--- src/hw/rtl/tpd_ram.sv ---
`default_nettype none
module tpd_ram #(
    parameter int W = 8,
    parameter int D = 16
) (
    input  wire logic                 clk,
    input  wire logic                 we,
    input  wire logic [$clog2(D)-1:0] waddr,
    input  wire logic [W-1:0]         wdata,
    input  wire logic [$clog2(D)-1:0] raddr,
    output logic      [W-1:0]         rdata
);
    logic [W-1:0] mem [D];

    always_ff @(posedge clk)
    begin
        if (we)
        begin
            mem[waddr] <= wdata;
        end
        rdata <= mem[raddr];
    end
endmodule
`default_nettype wire

--- config.mk ---
export PLATFORM = sky130hd
export DESIGN_NAME = tpd_ram
export DESIGN_NICKNAME = d
export VERILOG_FILES = /design/src/hw/rtl/tpd_ram.sv
export SDC_FILE = /design/constraint.sdc
export NUM_CORES = 1
export LEC_CHECK = 0
export BUFFER_PORTS_ARGS = -buffer_cell sky130_fd_sc_hd__buf_2
export CAP_MARGIN = 20
export CORE_MARGIN = 3
export CORE_UTILIZATION = 55
export CTS_CLUSTER_DIAMETER = 150
export DETAILED_ROUTE_END_ITERATION = 16
export PLACE_DENSITY = 0.84
export SYNTH_ARGS = -nofsm -noshare
export SYNTH_HDL_FRONTEND = slang
export SYNTH_SLANG_ARGS = --single-unit
--- constraint.sdc ---
create_clock -name clk -period 1.9 [get_ports clk]
set_input_delay 0.285 -clock clk [delete_from_list [all_inputs] [get_ports clk]]
set_output_delay 0.285 -clock clk [all_outputs]
set_load 0.03 [all_outputs]
==> results of run 1 <==
[cell type report]
cell class / count / share of cell area [%]
well taps: 108 / 2.21
clock inverters: 15 / 3.01
clock buffers: 17 / 6.79
multi-input cells: 83 / 17.3
flip-flops and latches: 136 / 65.6
repair buffers: 46 / 5.04
[synthesized netlist by cell type]
cell | instances | area, sq um
edfxtp_1 | 128 | 3840
mux4_2 | 18 | 405
a22oi_1 | 16 | 120
mux4_1 | 14 | 368
nor2_1 | 13 | 48.8
nand2_1 | 9 | 33.8
dfxtp_1 | 8 | 160
nor3_1 | 4 | 20.0
buf_2 | 3 | 15.0
buf_6 | 3 | 33.8
clkdlybuf4s25_2 | 3 | 30.0
nand2b_1 | 2 | 12.5
nand3b_1 | 2 | 15.0
and2_1 | 1 | 6.26
and2b_1 | 1 | 7.51
buf_4 | 1 | 7.51
nand3_1 | 1 | 5.00
nor2b_1 | 1 | 6.26
or3b_2 | 1 | 8.76
[worst min path at each step]
stage                           from          to  slack [ps]
final                       wdata[0]  mem[10][0]         140
after global routing        wdata[7]   mem[9][7]         140
after CTS                   wdata[7]   mem[9][7]         120
after detailed placement  mem[15][6]    rdata[6]         660
after global placement    mem[12][6]    rdata[6]         650
after floorplan             wdata[0]   mem[0][0]         380
[layer usage]
layer,wire [microns],part of all wire [%]
met5,7,0.069
met4,109,1.1
met3,779,7.7
met2,5260,52
met1,4010,39
[kinds of logic after synthesis]
kind of cell	after synthesis
AOI/OAI and AO/OA	16
buffers and inverters	10
DFF	136
muxes	32
and+or+nand+nor	35
[report_power, final]
group / switching (mW) / internal (mW)
Combinational: 0.208 / 0.138
Clock: 1.18 / 2.11
Sequential: 0.0227 / 3.35
Total: 1.41 / 5.60
[worst register-to-register path, delay by kind of cell, from the launching register on]
family,cells,cell delay [ps]
multiplexers,1,500
flip-flops,1,390
AO/OA/AOI/OAI,1,240
AND/OR/NAND/NOR,1,130
[state kept, by name, summed over array words and instances (netlist names)]
register and cells:
mem 128, rdata 8
==> reports/results.ini, run 1 <==
[cts]
cts.path.max_buffers = 2
clock_latency_ps = 520
numCtsBuffers = 17
cts-root-buf = clkbuf_8
hold_buffers = 0
cts.sinks = 136
htree_levels = 4
cts_tree = yes
cts_setup_buffers = 0
clkSlewWorstSetupHoldPaths_ps = 60
ctsResizeCount = 0

[timing]
setup_tns_ps = 0
period_share_pct = 73.7
rsz0062_at_grt = false
min_period_ps = 1400
fin_worst_hold_slack_ps = 143
skew_ps = 11.6
tightest_slew_ps = 436
setup_viol = 0
hold_viol_final = 0
maxSlewHeadroom_pct = 70.9
setup_slack_ps = 500
max_freq_ghz = 0.714
maxSlewViolCount = 0

[power]
power_mw = 7.02
powerDensity_mw_per_mm2 = 1150
irDropWorstVdd_mv = 0.591
total_leakage_power_nw = 2.11

[die]
rows = 34
core_area_sq_mm = 0.00889
start_util_pct = 57.9
die-area_sq_mm = 0.0106
die_h_microns = 103
io_pins = 26
die_x_microns = 103

[critical_path]
crit_required_ps = 2280
worst-path-max-fanout = 1
endpoint = rdata[0]
cp_num_cells = 3
critPathArrivalTime_ps = 1780
rrSetupSlack_ps = 500
critPathLaunchType = flop
reg2reg_to = rdata[0]
ff2ff_path_depth = 3
cp_cell_sequence = mux4_2, a22oi_1, nand2_1
path_buf_inv = 0
critPathKind = reg2reg
end_kind = flop
critPathSlowestCell = mux4_2
cp_top_family = multiplexers
slowest_delay_ps = 490
rr_startpoint = mem[10][0]
crit_start = mem[10][0]

[final_layout]
fin_nets = 302
final_cell_mix = edfxtp_1 (128), buf_2 (25), buf_4 (19)
antenna_cells = 0
syn_to_final_growth_pct = 18.5
nFillCells = 543
seq_area_sq_mm = 0.00400
design_area_sq_mm = 0.00610
final_common_cell = edfxtp_1
drive_gt1_share_pct = 31.3
final_util_pct = 68.6
multiInputGateArea_sq_mm = 0.00106
fin_cells = 405

[drt]
wirelength_microns = 10200
route.detailed.drc = 0
drtIter0Drc = 248
avgViaCountPerCell = 6.18
drt-pass1-iter-count = 5
vias = 2504
wl_per_cell_microns = 25.1
drtAntennaViolNets = 0

[yosys]
synth-xor-area-share_pct = 0
seq_area_frac_synth_pct = 77.8
avgSynthCellArea_sq_um = 22.5
syn_inst = 229
synth_compound_area_share_pct = 2.33
syn-cell-area_sq_mm = 0.00515
yosysUniqueCellTypes = 19
yosys.area_share.simple_pct = 3.18
synth_top_family_by_area = multiplexers
synth_fp_nets = 247
yosys_warnings = 0
ys_ff_latch = 136
muxShareOfSynthArea_pct = 15.0
synthAdderAreaFrac_pct = 0

[place]
post-dp-hpwl_microns = 6140
placed_cells = 373
dpl-instance-area_sq_mm = 0.00550
pre_cts_ws_ps = 160
io_buffers = 25
globalplace.congestion = 0.738

[global_route]
grt-busiest-layer = met2
use_met1_pct = 29.6
grt_antenna_before_repair = 1
grtUsageMet2_pct = 34.9
grt_first_pass_wirelength_microns = 15600
grt_use_met3_pct = 6.50
grt_usage_pct = 22.0
grt_pass1_vias = 2549
grt_max_degree = 33
grt_overflow = 0

[job]
cap_violations = 0

[status]
run_status = complete, no violations

[hold_path]
hold_path_class = in2reg
whs_path_depth = 1

Note: power is estimated with default switching activity, not from simulation.
==> inputs of run 2 (changes only) <==
clock period = 1.4 ns   (was 1.9 ns; I/O delays follow)
==> run 2 against run 1 <==
Net effect: largest cell class unchanged; clock-buffer cell count grew 4; cell count increased by 2.0%; global-route usage fell by 0.65 points; core utilization increased by 1.6 points; wire length decreased by 0.24%; sequential share of layout area down 1.5 points.
==> reports/results.ini, run 2 (synthesized netlist as in run 1, its figures left out) <==
[status]
run_status = complete, no violations  ; unchanged

[final_layout]
design_area_sq_mm = 0.00624  ; was 0.00610 sq mm
syn_to_final_growth_pct = 21.2  ; was 18.5%
final_cell_mix = edfxtp_1 (128), buf_4 (26), buf_2 (25)  ; was edfxtp_1 (128), buf_2 (25), buf_4 (19)
fin_cells = 413  ; was 405
fin_nets = 310  ; was 302
largest_register_ffs = 128  ; unchanged
drive_gt1_share_pct = 37.0  ; was 31.3%
final_common_cell = edfxtp_1  ; unchanged
antenna_cells = 0  ; unchanged
largestRegisters = mem x128, rdata x8  ; unchanged
regMostFlops = mem  ; unchanged
final_util_pct = 70.2  ; was 68.6%

[power]
powerDensity_mw_per_mm2 = 1550  ; was 1150 mW/mm^2
swShare_pct = 19.9  ; was 20.2%
p_clk_share_pct = 47.4  ; was 46.9%
power_mw = 9.67  ; was 7.02 mW
p_switching_mw = 1.93  ; was 1.41 mW
p_seq_share_pct = 47.4  ; was 48.1%
p_int_mw = 7.75  ; was 5.60 mW
total_leakage_power_nw = 2.16  ; was 2.11 nW
p_comb_share_pct = 5.3  ; was 4.9%
irDropWorstVdd_mv = 1.54  ; was 0.591 mV

[drt]
avgViaCountPerCell = 6.24  ; was 6.18
drtIter0Drc = 310  ; was 248
route.detailed.drc = 0  ; unchanged
wirelength_microns = 10100  ; was 10,200 microns
drt-pass1-iter-count = 5  ; unchanged
vias = 2577  ; was 2,504
wl_per_cell_microns = 24.6  ; was 25.1 microns
drtAntennaViolNets = 0  ; unchanged

[cts]
numCtsBuffers = 17  ; unchanged
cts-root-buf = clkbuf_8  ; unchanged
cts_tree = yes  ; unchanged
clock_latency_ps = 510  ; was 520 ps
clkSlewWorstSetupHoldPaths_ps = 60  ; about the same
hold_buffers = 0  ; unchanged
cts_setup_buffers = 0  ; unchanged
htree_levels = 4  ; unchanged
cts.path.max_buffers = 2  ; unchanged
cts.sinks = 136  ; unchanged

[place]
placed_cells = 381  ; was 373
io_buffers = 25  ; unchanged
dpl-instance-area_sq_mm = 0.00559  ; was 0.00550 sq mm
globalplace.congestion = 0.818  ; was 0.738
pre_cts_ws_ps = -303  ; was 160 ps
post-dp-hpwl_microns = 6160  ; was 6140 microns

[hold_path]
hold_end = mem[5][0]  ; was mem[10][0]
hold_path_class = in2reg  ; unchanged
hold_start = wdata[0]  ; unchanged
whs_path_depth = 1  ; unchanged

[critical_path]
reg2reg_to = rdata[2]  ; was rdata[0]
crit_start = mem[2][2]  ; was mem[10][0]
cp_cell_sequence = mux4_1, a22oi_2, nand2_1  ; was mux4_2, a22oi_1, nand2_1
crit_required_ps = 1800  ; was 2280 ps
rrSetupSlack_ps = 50  ; was 500 ps
critPathSlowestCell = mux4_1  ; was mux4_2
rr_startpoint = mem[2][2]  ; was mem[10][0]
critPathKind = reg2reg  ; unchanged
critPathLaunchType = flop  ; unchanged
ff2ff_path_depth = 3  ; unchanged
critPathArrivalTime_ps = 1760  ; was 1780 ps
end_kind = flop  ; unchanged
slowest_delay_ps = 540  ; was 490 ps
worst-path-max-fanout = 1  ; unchanged

[timing]
maxSlewHeadroom_pct = 40.1  ; was 70.9%
setup_slack_ps = 45.9  ; was 500 ps
maxSlewViolCount = 0  ; unchanged
setup_viol = 0  ; unchanged
fin_worst_hold_slack_ps = 85.4  ; was 143 ps
min_period_ps = 1350  ; was 1400 ps
hold_viol_final = 0  ; unchanged
skew_ps = 6.14  ; was 11.6 ps
period_share_pct = 96.7  ; was 73.7%
setup_tns_ps = 0  ; unchanged
tightest_slew_ps = 896  ; was 436 ps
max_freq_ghz = 0.738  ; was 0.714 GHz

[die]
core_area_sq_mm = 0.00889  ; unchanged
die_h_microns = 103  ; unchanged
die-area_sq_mm = 0.0106  ; unchanged
rows = 34  ; unchanged
start_util_pct = 57.9  ; unchanged
die_x_microns = 103  ; unchanged
io_pins = 26  ; unchanged

[global_route]
grt_first_pass_wirelength_microns = 15500  ; was 15,600 microns
grt_max_degree = 26  ; was 33
grt_pass1_vias = 2641  ; was 2,549
grt_antenna_before_repair = 0  ; was 1
grt_usage_pct = 21.4  ; was 22.0%
grt_overflow = 0  ; unchanged

[job]
cap_violations = 0  ; unchanged

==> run 2: cell count changes in the layout (fill, tap and decap cells not counted), moves of 2 or more <==
| cell | before | now |
|---|---|---|
| clkinvlp_4 | 1 | 3 |
| buf_4 | 19 | 26 |
| a22oi_1 | 16 | 10 |
| clkbuf_8 | 1 | 3 |
| nor3_1 | 4 | 1 |
| a22oi_2 | 0 | 6 |
| nor3_2 | 0 | 3 |
| clkbuf_1 | 0 | 2 |
| clkinv_1 | 4 | 0 |
| clkinv_2 | 3 | 1 |
==> run 2: critical path: cells and delay by family (launching register included) <==
family	cells	cell delay, ps
AOI/OAI and AO/OA	1	260
DFF	1	370
muxes	1	540
and+or+nand+nor	1	80
==> run 2: cell type report <==
| type | instances | area, sq um |
|---|---|---|
| Sequential cell | 136 | 4000 |
| Fill cell | 501 | 2650 |
| Multi-Input combinational cell | 83 | 1100 |
| Clock buffer | 21 | 449 |
| Timing Repair Buffer | 54 | 380 |
| Clock inverter | 11 | 174 |
| Tap cell | 108 | 135 |
==> run 2: how the worst max path moves through the flow <==
stage / slack, ps / cells past startpoint / to
6_report: 50 / 3 / rdata[2]
5_1_grt: -2 / 3 / rdata[2]
4_1_cts: 3 / 3 / rdata[3]
3_5_place_dp: -300 / 5 / rdata[3]
3_3_place_gp: -300 / 5 / rdata[3]
2_1_floorplan: -80 / 2 / mem[3][0]
==> run 2: routing by layer <==
| metal | vias up | wire length (microns) | GRT usage [%] |
|---|---|---|---|
| met4 | 0 | 209 | 9.56 |
| li1 | 1101 | - | - |
| met1 | 1341 | 3960 | 28.5 |
| met3 | 15 | 728 | 5.62 |
| met5 | - | 0 | 0 |
| met2 | 120 | 5240 | 33.7 |
==> run 2: power groups by stage <==
| stage | combinational (mW) | sequential, mW | clock [mW] |
|---|---|---|---|
| 6_report | 0.511 | 4.58 | 4.58 |
| 3_3_place_gp | 0.473 | 4.66 | 0 |
| 5_1_grt | 0.546 | 4.59 | 4.83 |
| 3_5_place_dp | 0.492 | 4.66 | 0 |
| 2_1_floorplan | 0.232 | 4.71 | 0 |
| 4_1_cts | 0.502 | 4.58 | 4.63 |
==> run 2: what timing repair did <==
action | 4_1_cts | 5_1_grt
pin swaps | 0 | 1
endpoints found under the setup margin | 1 | 5
resized for setup | 1 | 6
