File: src/hw/rtl/tpd_pkg.sv
`default_nettype none
package tpd_pkg;

    localparam int DEPTH_DEF = 1024;
    localparam int TW = 63;
    localparam int IC_W = 16;
    localparam logic [IC_W-1:0] IC_RESET = 16'd1000;
    localparam int DIV_W = 64;

    localparam logic REQ_LOAD = 1'b0;
    localparam logic REQ_PULL = 1'b1;

    typedef struct packed {
        logic          req_type;
        logic [TW-1:0] sample_time;
        logic [TW-1:0] sample_level;
        logic          last_sample;
    } in_t;

    typedef struct packed {
        logic [TW-1:0] point_time;
        logic [TW-1:0] point_level;
        logic          final_point;
        logic          nothing_left;
        logic          overflowed;
    } out_t;

    typedef enum logic [4:0] {
        ST_IDLE,
        ST_T_RD,
        ST_T_USE,
        ST_T_E,
        ST_G0,
        ST_G1,
        ST_G2,
        ST_G3,
        ST_F_INIT,
        ST_F_K,
        ST_F_KW,
        ST_F_NW,
        ST_F_CHK,
        ST_F_C1,
        ST_F_SC,
        ST_F_SW,
        ST_F_PUSH,
        ST_P_W1,
        ST_P_W2
    } st_t;

endpackage
`default_nettype wire

File: src/hw/rtl/tpd_div.sv
`default_nettype none
module tpd_div
    import tpd_pkg::*;
(
    input  wire logic              clk,
    input  wire logic              rst_n,
    input  wire logic              start,
    input  wire logic [DIV_W-1:0]  dividend,
    input  wire logic [IC_W-1:0]   divisor,
    output logic                   done,
    output logic      [DIV_W-1:0]  quotient,
    output logic                   rem_nz
);
    localparam int CNT_W = $clog2(DIV_W);

    logic [IC_W:0]      rem_reg, rem_next;
    logic [DIV_W-1:0]   quo_reg, quo_next;
    logic [IC_W-1:0]    dvs_reg, dvs_next;
    logic [CNT_W-1:0]   cnt_reg, cnt_next;
    logic               run_reg, run_next;
    logic               done_reg, done_next;
    logic [IC_W:0]      shifted;
    logic               take;

    always_ff @(posedge clk or negedge rst_n)
    begin
        if (!rst_n)
        begin
            run_reg  <= 1'b0;
            done_reg <= 1'b0;
            cnt_reg  <= '0;
        end
        else
        begin
            run_reg  <= run_next;
            done_reg <= done_next;
            cnt_reg  <= cnt_next;
        end
    end

    always_ff @(posedge clk)
    begin
        rem_reg <= rem_next;
        quo_reg <= quo_next;
        dvs_reg <= dvs_next;
    end

    always_comb
    begin
        shifted   = {rem_reg[IC_W-1:0], quo_reg[DIV_W-1]};
        take      = (shifted >= {1'b0, dvs_reg});
        rem_next  = rem_reg;
        quo_next  = quo_reg;
        dvs_next  = dvs_reg;
        cnt_next  = cnt_reg;
        run_next  = run_reg;
        done_next = 1'b0;
        if (start)
        begin
            rem_next = '0;
            quo_next = dividend;
            dvs_next = divisor;
            cnt_next = '0;
            run_next = 1'b1;
        end
        else if (run_reg)
        begin
            rem_next = take ? (shifted - {1'b0, dvs_reg}) : shifted;
            quo_next = {quo_reg[DIV_W-2:0], take};
            cnt_next = cnt_reg + 1'b1;
            if (cnt_reg == CNT_W'(DIV_W - 1))
            begin
                run_next  = 1'b0;
                done_next = 1'b1;
            end
        end
    end

    assign done     = done_reg;
    assign quotient = quo_reg;
    assign rem_nz   = (rem_reg != '0);
endmodule
`default_nettype wire

File: config.mk
export PLATFORM = sky130hd
export DESIGN_NAME = tpd_div
export DESIGN_NICKNAME = d
export VERILOG_FILES = /design/src/hw/rtl/tpd_pkg.sv /design/src/hw/rtl/tpd_div.sv
export SDC_FILE = /design/constraint.sdc
export NUM_CORES = 1
export LEC_CHECK = 0
export BUFFER_PORTS_ARGS = -buffer_cell sky130_fd_sc_hd__buf_2
export CAP_MARGIN = 30
export CORE_UTILIZATION = 40
export CTS_BUF_LIST = sky130_fd_sc_hd__clkbuf_8 sky130_fd_sc_hd__clkbuf_16
export CTS_CLUSTER_DIAMETER = 60
export DETAILED_ROUTE_END_ITERATION = 10
export SLEW_MARGIN = 40
export SYNTH_ARGS = -nofsm -noshare
export SYNTH_HDL_FRONTEND = slang
export SYNTH_SLANG_ARGS = --single-unit
File: constraint.sdc
create_clock -name clk -period 2.9 [get_ports clk]
set_input_delay 0.29 -clock clk [delete_from_list [all_inputs] [get_ports clk]]
set_output_delay 0.29 -clock clk [all_outputs]
set_load 0.005 [all_outputs]
==> run metrics, run 1 <==
buffers and inverters on the worst path 1; clock sinks 105; max-slew violations 0; post-layout util 51.1%; net count after synthesis 502; power per cell area 552 nW/um^2; setup slack, reg-to-reg 0.17 ns; CTS buffer count 9; GP Congestion 0.865; worst vdd ir 0.441 mV; fillcell total 1135; Yosys warning count 0; CP Max Fanout 11; Setup violations, final 0; Routed Antenna Nets 0; #FFs+latches synth about 110; final worst-path cycle share 94.1%; Skew-Pair Late Insertion Delay 0.36 ns; beginning of the critical path dvs_reg[1]; Clock Skews between 0.01 and 0.015 ns; initial antenna violation count 0; Die X-Extent 115 um; IO Port Bufs 148; remaining global-route overflow 0; via count about 3700; Worst Hold Endpoint dvs_reg[0]; # rows 41; worst hold path type input pin to flop; Reg2Reg Depth 9; top cells by area, synth edfxtp_1 (47%), mux2_2 (14%), dfxtp_1 (6.6%); CP cell instances inv_1 > ha_1 > nor2b_1 > o31a_1 > o211ai_2 > a41o_1 > a31oi_2 > mux2i_1 > a211oi_1; Pleak between 2 and 3 nW; register area share after synthesis 57.1%; Max Buffers Root-to-Sink 2; ANT cells 0; WS Path Type flop to flop; CTS clk-pin slew, worst paths 0.08 ns; post-DP HPWL 8.30 mm; max FFs per register 64; Layout Area Growth over Synthesis 24.8%; Post-route DRC 0; global-route wire length before repair 18.9 mm; WL per Instance 16.3 um; Post-synth EDFFs 80; total chip power between 3 and 4 mW; Nets 653; Crit path max-delay family compound AO/OA/AOI/OAI gates; initial DRC count around 210; status complete, no violations; Cell Area, Synth 5150 sq um; area of the multi-input gates 2060 sq um; max_slew headroom 44.9%; largest net degree at the start of global routing 96; crit path launch type flop; Avg Cell Area, Syn 12.8 sq um; clk root buf clkbuf_16; overall routed net length about 12 mm; FF/Latch Area 2940 sq um; Hold Crit Depth 1; Die ar. 13300 sq um; Pre-antenna DRT Iters 4; element type at the critical path end flop; most common cell after layout, fill and taps aside buf_2; CP max stage delay 0.71 ns; Initial Util 41.0%; Least-Margin Pin Slew 0.823 ns; RSZ-0062 raised after global routing no; Synth area leader edfxtp_1; Setup TNS 0 ns; I/O Pins 149; instance count on the critical path 9; number of global-route vias before repair about 3800; Max Clock Freq 0.366 GHz; fin crit period between 2 and 3 ns; reg2reg start dvs_reg[1]; CTS HTree Levels 3; final hold vios 0; slowest cell on the critical path a31oi_2; GRT Util Overall a little under a fifth; CP arrival 3.00 ns; setup bufs post-CTS 0; ys flop type edfxtp_1; critical path required time 3.17 ns; Reg2Reg Capture Point rem_reg[3]; post_cts resized 0; Max-cap violations 0; Die Height 115 um; Distinct cells, synth 52; hold path start divisor[0]; CTS tree built; core area 12600 sq um; Cells after Synth around 400; drt via density between 5 and 6; Post-synth ARST share 7.62%; proportion of layout cells with a drive suffix above 1 43.4%; Synth top area share 46.6%; most frequent cells in the layout buf_2 (147), edfxtp_1 (80), mux2_2 (65)
-- report_power, final --
group	internal, mW	leakage, nW	switching [mW]	total, mW
sequential	1.75	1.08	0.0612	1.82
combinational	0.244	1.55	0.202	0.446
clock	0.690	0.152	0.594	1.28
-- layer usage --
layer	routed length, um	share of wire (%)	track usage [%]
met5	0	0	0
met2	5680	48	30.6
met3	998	8.4	7.85
met4	116	0.98	4.68
met1	5090	43	23.0
-- stage by stage --
stage	hold slack, ns	area [sq um]	setup WS (ns)	std cells
final	0.109	6430	0.170	729
after global routing	0.0867	6430	0.00477	729
after CTS	0.0911	6410	0.160	728
after detailed placement	0.146	6090	0.178	711
after global placement	0.142	6090	0.252	711
after floorplan	-0.00559	5150	0.315	401
-- worst reg2reg max path: stages, from the launching register on --
cell and delay (ns):
edfxtp_1 0.39, inv_1 0.06, ha_1 0.28, nor2b_1 0.20, o31a_1 0.19, o211ai_2 0.10
a41o_1 0.32, a31oi_2 0.72, mux2i_1 0.16, a211oi_1 0.24
-- cell usage after synthesis, types with 3 or more instances --
| cell | instances |
|---|---|
| inv_1 | 22 |
| xor2_1 | 9 |
| o21ai_0 | 17 |
| nand3_1 | 4 |
| clkbuf_1 | 11 |
| dfxtp_1 | 17 |
| nor2_1 | 24 |
| a211oi_1 | 4 |
| o21a_1 | 4 |
| ha_1 | 17 |
| nor2b_1 | 3 |
| a21o_1 | 4 |
| xnor2_1 | 6 |
| edfxtp_1 | 80 |
| nand2_1 | 27 |
| nand4_1 | 6 |
| a21oi_1 | 17 |
| mux2i_1 | 11 |
| nor4_1 | 5 |
| dfrtp_1 | 8 |
| a31o_2 | 3 |
| mux2_2 | 65 |
-- worst max path at each step --
stage | end
detailed placement | rem_reg[0]
global route | rem_reg[3]
CTS | rem_reg[0]
global placement | rem_reg[0]
finish | rem_reg[3]
floorplan | quotient[0]
-- logic make-up (layout without fill, tap and decap cells) --
logic type      Yosys count  in the layout  share of synthesized area [%]
compound gates           71             72                           9.40
xor+xnor                 15             15                           2.55
fa+ha+maj                18             18                           4.52
buf+inv                  38            193                           3.01
flops                   105            105                           57.1
mux                      76             76                           16.4
simple gates             78             78                           7.02
-- what timing repair did --
action                                  CTS  global route
endpoints found under the setup margin    0             1
hold buffers                              1             0
endpoints found under the hold margin     8             0
-- area by class of cell --
| class | count | share of cell area (%) |
|---|---|---|
| clock buffer | 9 | 3.50 |
| timing repair buffer | 155 | 12.6 |
| clock inverter | 7 | 1.32 |
| tap | 172 | 3.35 |
| multi-input combinational | 259 | 32.1 |
| inverter | 22 | 1.29 |
| sequential | 105 | 45.8 |
Power figures use the tool's default switching activity.
==> inputs of run 2 (changes only) <==
- CORE_UTILIZATION: 40 -> 52
- PLACE_DENSITY: not set -> 0.8
- clock period: 2.9 -> 2.6 ns (I/O delays scaled with it)
==> run 2 against run 1 <==
Compared with the run above: combinational power increased by 19%; maximum frequency increased by 7.7%; critical path depth unchanged; via count increased by 2.6%; clock-buffer cell count increased by 1; total power decreased by 0.33%; cell area decreased by 0.16%; sequential cell count unchanged; clock skew increased by 0.0019 ns; critical path type unchanged.
==> run metrics, run 2 (same netlist as run 1, synthesis figures left out) <==
crit path launch type flop; Gate power share 15.0% (+2.4 points); post-DP HPWL 9.07 mm (+9.2%); slowest cell on the critical path edfxtp_1; fillcell total 701 (-38%); RSZ-0062 raised after global routing yes; global-route wire length before repair 19.1 mm (+0.62%); Seq pwr share 57.3% (+6.1 points); total chip power 3.53 mW (-0.33%); internal power 2.63 mW (-2.0%); initial DRC count 180 (-15%); Placement Cell Area 6140 sq um (+0.84%); max-slew violations 0 (unchanged); Setup violations, final 0 (unchanged); switching power of the nets 900 uW (+4.9%); overall routed net length 12.2 mm (+2.8%); setup slack, reg-to-reg 0.07 ns (-0.10 ns); # rows 35 (-15%); Skew-Pair Late Insertion Delay 0.37 ns (about the same); fin area 6420 sq um (-0.16%); CP arrival 2.67 ns (-0.33 ns); CTS clk-pin slew, worst paths 0.11 ns (+0.03 ns); via count 3825 (+2.6%); initial antenna violation count 0 (unchanged); CTS buffer count 9 (unchanged); worst vdd ir 0.498 mV (+13%); clock sinks 105 (unchanged); buffers and inverters on the worst path 2 (+1); Crit path max-delay family compound AO/OA/AOI/OAI gates; worst hold path type input pin to flop; ANT cells 0 (unchanged); CP Max Fanout 8 (-3); number of global-route vias before repair 3923 (+3.3%); max_slew headroom 59.1% (+14 points); largest net degree at the start of global routing 64 (-33%); GP Congestion 0.906 (+4.8%); WL per Instance 17.4 um (+6.4%); Die X-Extent 102 um (-12%); final hold vios 0 (unchanged); post-layout util 68.1% (+17 points); drt via density 5.43 (+6.3%); status complete, no violations; max FFs per register 64 (unchanged); FF/Latch Area 2940 sq um (unchanged); remaining global-route overflow 0 (unchanged); most common cell after layout, fill and taps aside buf_2; Layout Area Growth over Synthesis 24.6%; Clock Skews 0.0121 ns (+0.00191 ns); final worst-path cycle share 97.5% (+3.3 points); clk root buf clkbuf_8; CP cell instances inv_1 > ha_4 > nor2b_4 > o31a_1 > o211ai_2 > a41o_1 > a31oi_4 > buf_4 > mux2_2; Pleak 2.83 nW (+1.8%); Max-cap violations 0 (unchanged); GRT Util Overall 24.8% (+6.0 points); Die ar. 10300 sq um (-23%); Max Buffers Root-to-Sink 2 (unchanged); core area 9420 sq um (-25%); most frequent cells in the layout buf_2 (147), edfxtp_1 (80), mux2_2 (65); Pre-antenna DRT Iters 5 (+1); I/O Pins 149 (unchanged); CTS HTree Levels 3 (unchanged); fin crit period 2.53 ns (-0.196 ns); element type at the critical path end flop; Post-route DRC 0 (unchanged); power per cell area 551 nW/um^2 (-0.18%); Max Clock Freq 0.395 GHz (+7.7%); IO Port Bufs 148 (unchanged); WS Path Type flop to flop; Clock power frac 27.7% (-8.5 points); Die Height 102 um (-12%); Nets 671 (+2.8%); proportion of layout cells with a drive suffix above 1 45.7% (+2.3 points); Initial Util 54.7% (+14 points); Routed Antenna Nets 0 (unchanged); Least-Margin Pin Slew 0.612 ns (-0.211 ns); critical path required time 2.74 ns (-0.43 ns); area of the multi-input gates 2080 sq um (+0.85%); CP max stage delay 0.43 ns (-0.28 ns); switching share of power 25.5% (+1.3 points); CTS tree built
## run 2: repair_timing
action	4_1_cts	5_1_grt
hold buffers	1	0
cloned	0	0
resized for setup	0	8
hold endpoints to repair	8	0
pin swaps	1	3
buffers inserted	3	2
setup endpoints to repair	5	16
## run 2: area by class of cell
class | count | area share [%]
sequential | 105 | 45.9
multi-input combinational | 258 | 32.4
timing repair buffer | 174 | 14.9
tap | 129 | 2.52
clock buffer | 10 | 2.15
inverter | 22 | 1.29
clock inverter | 6 | 0.819
## run 2: final timing paths
path | startpoint | endpoint | depth (start not counted)
hold reg to reg | rem_reg[13] | rem_reg[13] | 2
setup reg to reg | dvs_reg[1] | quotient[0] | 9
min in group asynchronous | rst_n | done | 2
hold / removal | divisor[6] | dvs_reg[6] | 1
setup / recovery | dvs_reg[1] | quotient[0] | 9
max in group asynchronous | rst_n | cnt_reg[4] | 2
## run 2: metrics by stage
step           setup TNS (ns)  setup slack [ns]  hold WS [ns]  cells
2_1_floorplan               0            0.0149       -0.0356    401
3_3_place_gp                0             0.108         0.104    682
3_5_place_dp          -0.0185           -0.0185         0.107    682
4_1_cts                     0            0.0258        0.0366    702
5_1_grt               -0.0298           -0.0211        0.0315    704
6_report                    0            0.0661        0.0529    704
## run 2: routing by layer
metal	part of all wire, %	track usage (%)	wire [um]
met2	49	41.6	6050
met5	0	0	0
met1	41	29.1	5020
met3	7.1	9.73	864
met4	2.3	8.36	286
## run 2: power groups by stage
stage	Combinational, mW	Clock (mW)	Sequential [mW]
after CTS	0.518	1.00	2.03
after global placement	0.500	0	2.05
after detailed placement	0.515	0	2.06
after floorplan	0.254	0	2.06
after global routing	0.576	1.05	2.04
final	0.530	0.978	2.03
==> inputs of run 3 (changes only) <==
- CTS_CLUSTER_DIAMETER: 60 -> 50
- PLACE_DENSITY: 0.8 -> not set
- PLACE_DENSITY_LB_ADDON: not set -> 0.25
- SLEW_MARGIN: 40 -> 20
==> run 3 against run 2 <==
Compared with the run above: critical endpoint is now rem_reg[15]; utilization shrank 1.2 points; die area is the same; cell count shrank 1.4%; global-route usage shrank 1.2 points; clock-buffer cell count shrank 1; critical path depth grew 3; sequential cell count is the same; worst hold slack lost 0.0069 ns; sequential power is essentially flat; cell area shrank 1.8%; sequential share of layout area grew 0.82 points; largest cell class unchanged.
==> run metrics, run 3 (same netlist as run 1, synthesis figures left out) <==
I/O Pins 149 (unchanged); Pleak 2.76 nW (-2.5%); fin area 6300 sq um (-1.8%); CP Max Fanout 4 (-4); Die X-Extent 102 um (unchanged); Max-cap violations 0 (unchanged); Hold WS 0.0460 ns (-0.00686 ns); Pre-antenna DRT Iters 4 (-1); Least-Margin Pin Slew 0.842 ns (+0.230 ns); largest net degree at the start of global routing 66 (+3.1%); Routed Antenna Nets 0 (unchanged); ANT cells 0 (unchanged); IO Port Bufs 148 (unchanged); max-slew violations 0 (unchanged); most frequent cells in the layout buf_2 (147), edfxtp_1 (80), mux2_2 (65); WS Path Type flop to flop; GP Congestion 0.842 (-7.1%); CTS HTree Levels 3 (unchanged); GRT Util Overall 23.7% (-1.2 points); crit path launch type flop; FF/Latch Area 2940 sq um (unchanged); post-DP HPWL 8.42 mm (-7.2%); Layout Area Growth over Synthesis 22.4%; CP arrival 2.78 ns (+0.11 ns); initial DRC count 188 (+4.4%); Post-route DRC 0 (unchanged); # rows 35 (unchanged); remaining global-route overflow 0 (unchanged); fin crit period 2.52 ns (-0.0106 ns); initial antenna violation count 0 (unchanged); max FFs per register 64 (unchanged); overall routed net length 11.6 mm (-4.9%); final hold vios 0 (unchanged); CTS tree built; Die ar. 10300 sq um (unchanged); worst vdd ir 0.503 mV (+0.89%); clk root buf clkbuf_8; clock sinks 105 (unchanged); Initial Util 54.7% (unchanged); number of global-route vias before repair 3696 (-5.8%); core area 9420 sq um (unchanged); most common cell after layout, fill and taps aside buf_2; Skew-Pair Late Insertion Delay 0.38 ns (about the same); Setup violations, final 0 (unchanged); pre-CTS setup slack 0.0857 ns (+0.104 ns); CTS buffer count 9 (unchanged); area of the multi-input gates 2070 sq um (-0.72%); critical path required time 2.85 ns (+0.11 ns); worst hold path type input pin to flop; Placement Cell Area 6060 sq um (-1.3%); max_slew headroom 43.8% (-15 points); drt via density 5.43 (about the same); Die Height 102 um (unchanged); fillcell total 706 (+0.71%); Nets 661 (-1.5%); Clock Skews 0.0163 ns (+0.00420 ns); final setup margin 0.0767 ns (+0.0106 ns); Max Clock Freq 0.396 GHz (+0.42%); status complete, no violations; final worst-path cycle share 97.0% (-0.41 points); RSZ-0062 raised after global routing yes; global-route wire length before repair 18.2 mm (-4.5%); Max Buffers Root-to-Sink 2 (unchanged); element type at the critical path end flop; power per cell area 547 nW/um^2 (-0.75%); WL per Instance 16.7 um (-3.6%); proportion of layout cells with a drive suffix above 1 44.2% (-1.5 points); via count 3767 (-1.5%); CTS clk-pin slew, worst paths 0.10 ns (about the same)
-- run 3: metrics by stage --
step           utilization, %  power, mW  cells  setup TNS [ns]
2_1_floorplan               -       2.31    401               0
3_3_place_gp             64.4       2.55    671               0
3_5_place_dp             64.4       2.56    671               0
4_1_cts                  66.3       3.47    688               0
5_1_grt                  67.0       3.59    694         -0.0628
6_report                 67.0       3.45    694               0
-- run 3: layout make-up --
| type | count | share of cell area [%] |
|---|---|---|
| Clock buffer | 9 | 1.97 |
| Inverter | 22 | 1.31 |
| Timing Repair Buffer | 164 | 14.0 |
| Sequential cell | 105 | 46.7 |
| Clock inverter | 7 | 0.695 |
| Tap cell | 129 | 2.56 |
| Multi-Input combinational cell | 258 | 32.8 |
-- run 3: worst paths after layout --
path / endpoint / slack, ns / depth (start not counted) / from
worst max-delay path: rem_reg[15] / 0.08 / 12 / dvs_reg[1]
worst min-delay path: dvs_reg[13] / 0.05 / 1 / divisor[13]
worst max register to register: rem_reg[15] / 0.08 / 12 / dvs_reg[1]
worst min register to register: rem_reg[8] / 0.51 / 2 / rem_reg[8]
max in group asynchronous: cnt_reg[0] / 2.20 / 2 / rst_n
min in group asynchronous: done / 0.24 / 2 / rst_n
-- run 3: report_power, final --
group | switching [mW] | leakage (nW) | internal [mW]
registers | 0.0684 | 1.08 | 1.96
logic | 0.233 | 1.59 | 0.274
clock network | 0.569 | 0.0825 | 0.346
total | 0.870 | 2.76 | 2.57
-- run 3: critical path, stage by stage, from the launching register on --
cell,delay (ns)
edfxtp_1,0.43
inv_1,0.08
ha_1,0.23
nor2b_2,0.17
o31a_1,0.26
o211ai_2,0.17
a41o_1,0.27
a31oi_4,0.16
buf_6,0.17
buf_4,0.12
buf_4,0.14
mux2i_1,0.13
o21ai_0,0.08
-- run 3: what timing repair did --
item	in CTS	in global routing
buffers inserted	0	6
resized for setup	0	4
hold buffers	1	0
hold endpoints to repair	8	0
setup endpoints to repair	0	14
-- run 3: layer usage --
layer / part of all wire [%] / GRT usage [%]
met1: 43 / 30.8
met2: 47 / 36.3
met3: 8.0 / 8.21
met4: 1.8 / 9.48
met5: 0 / 0
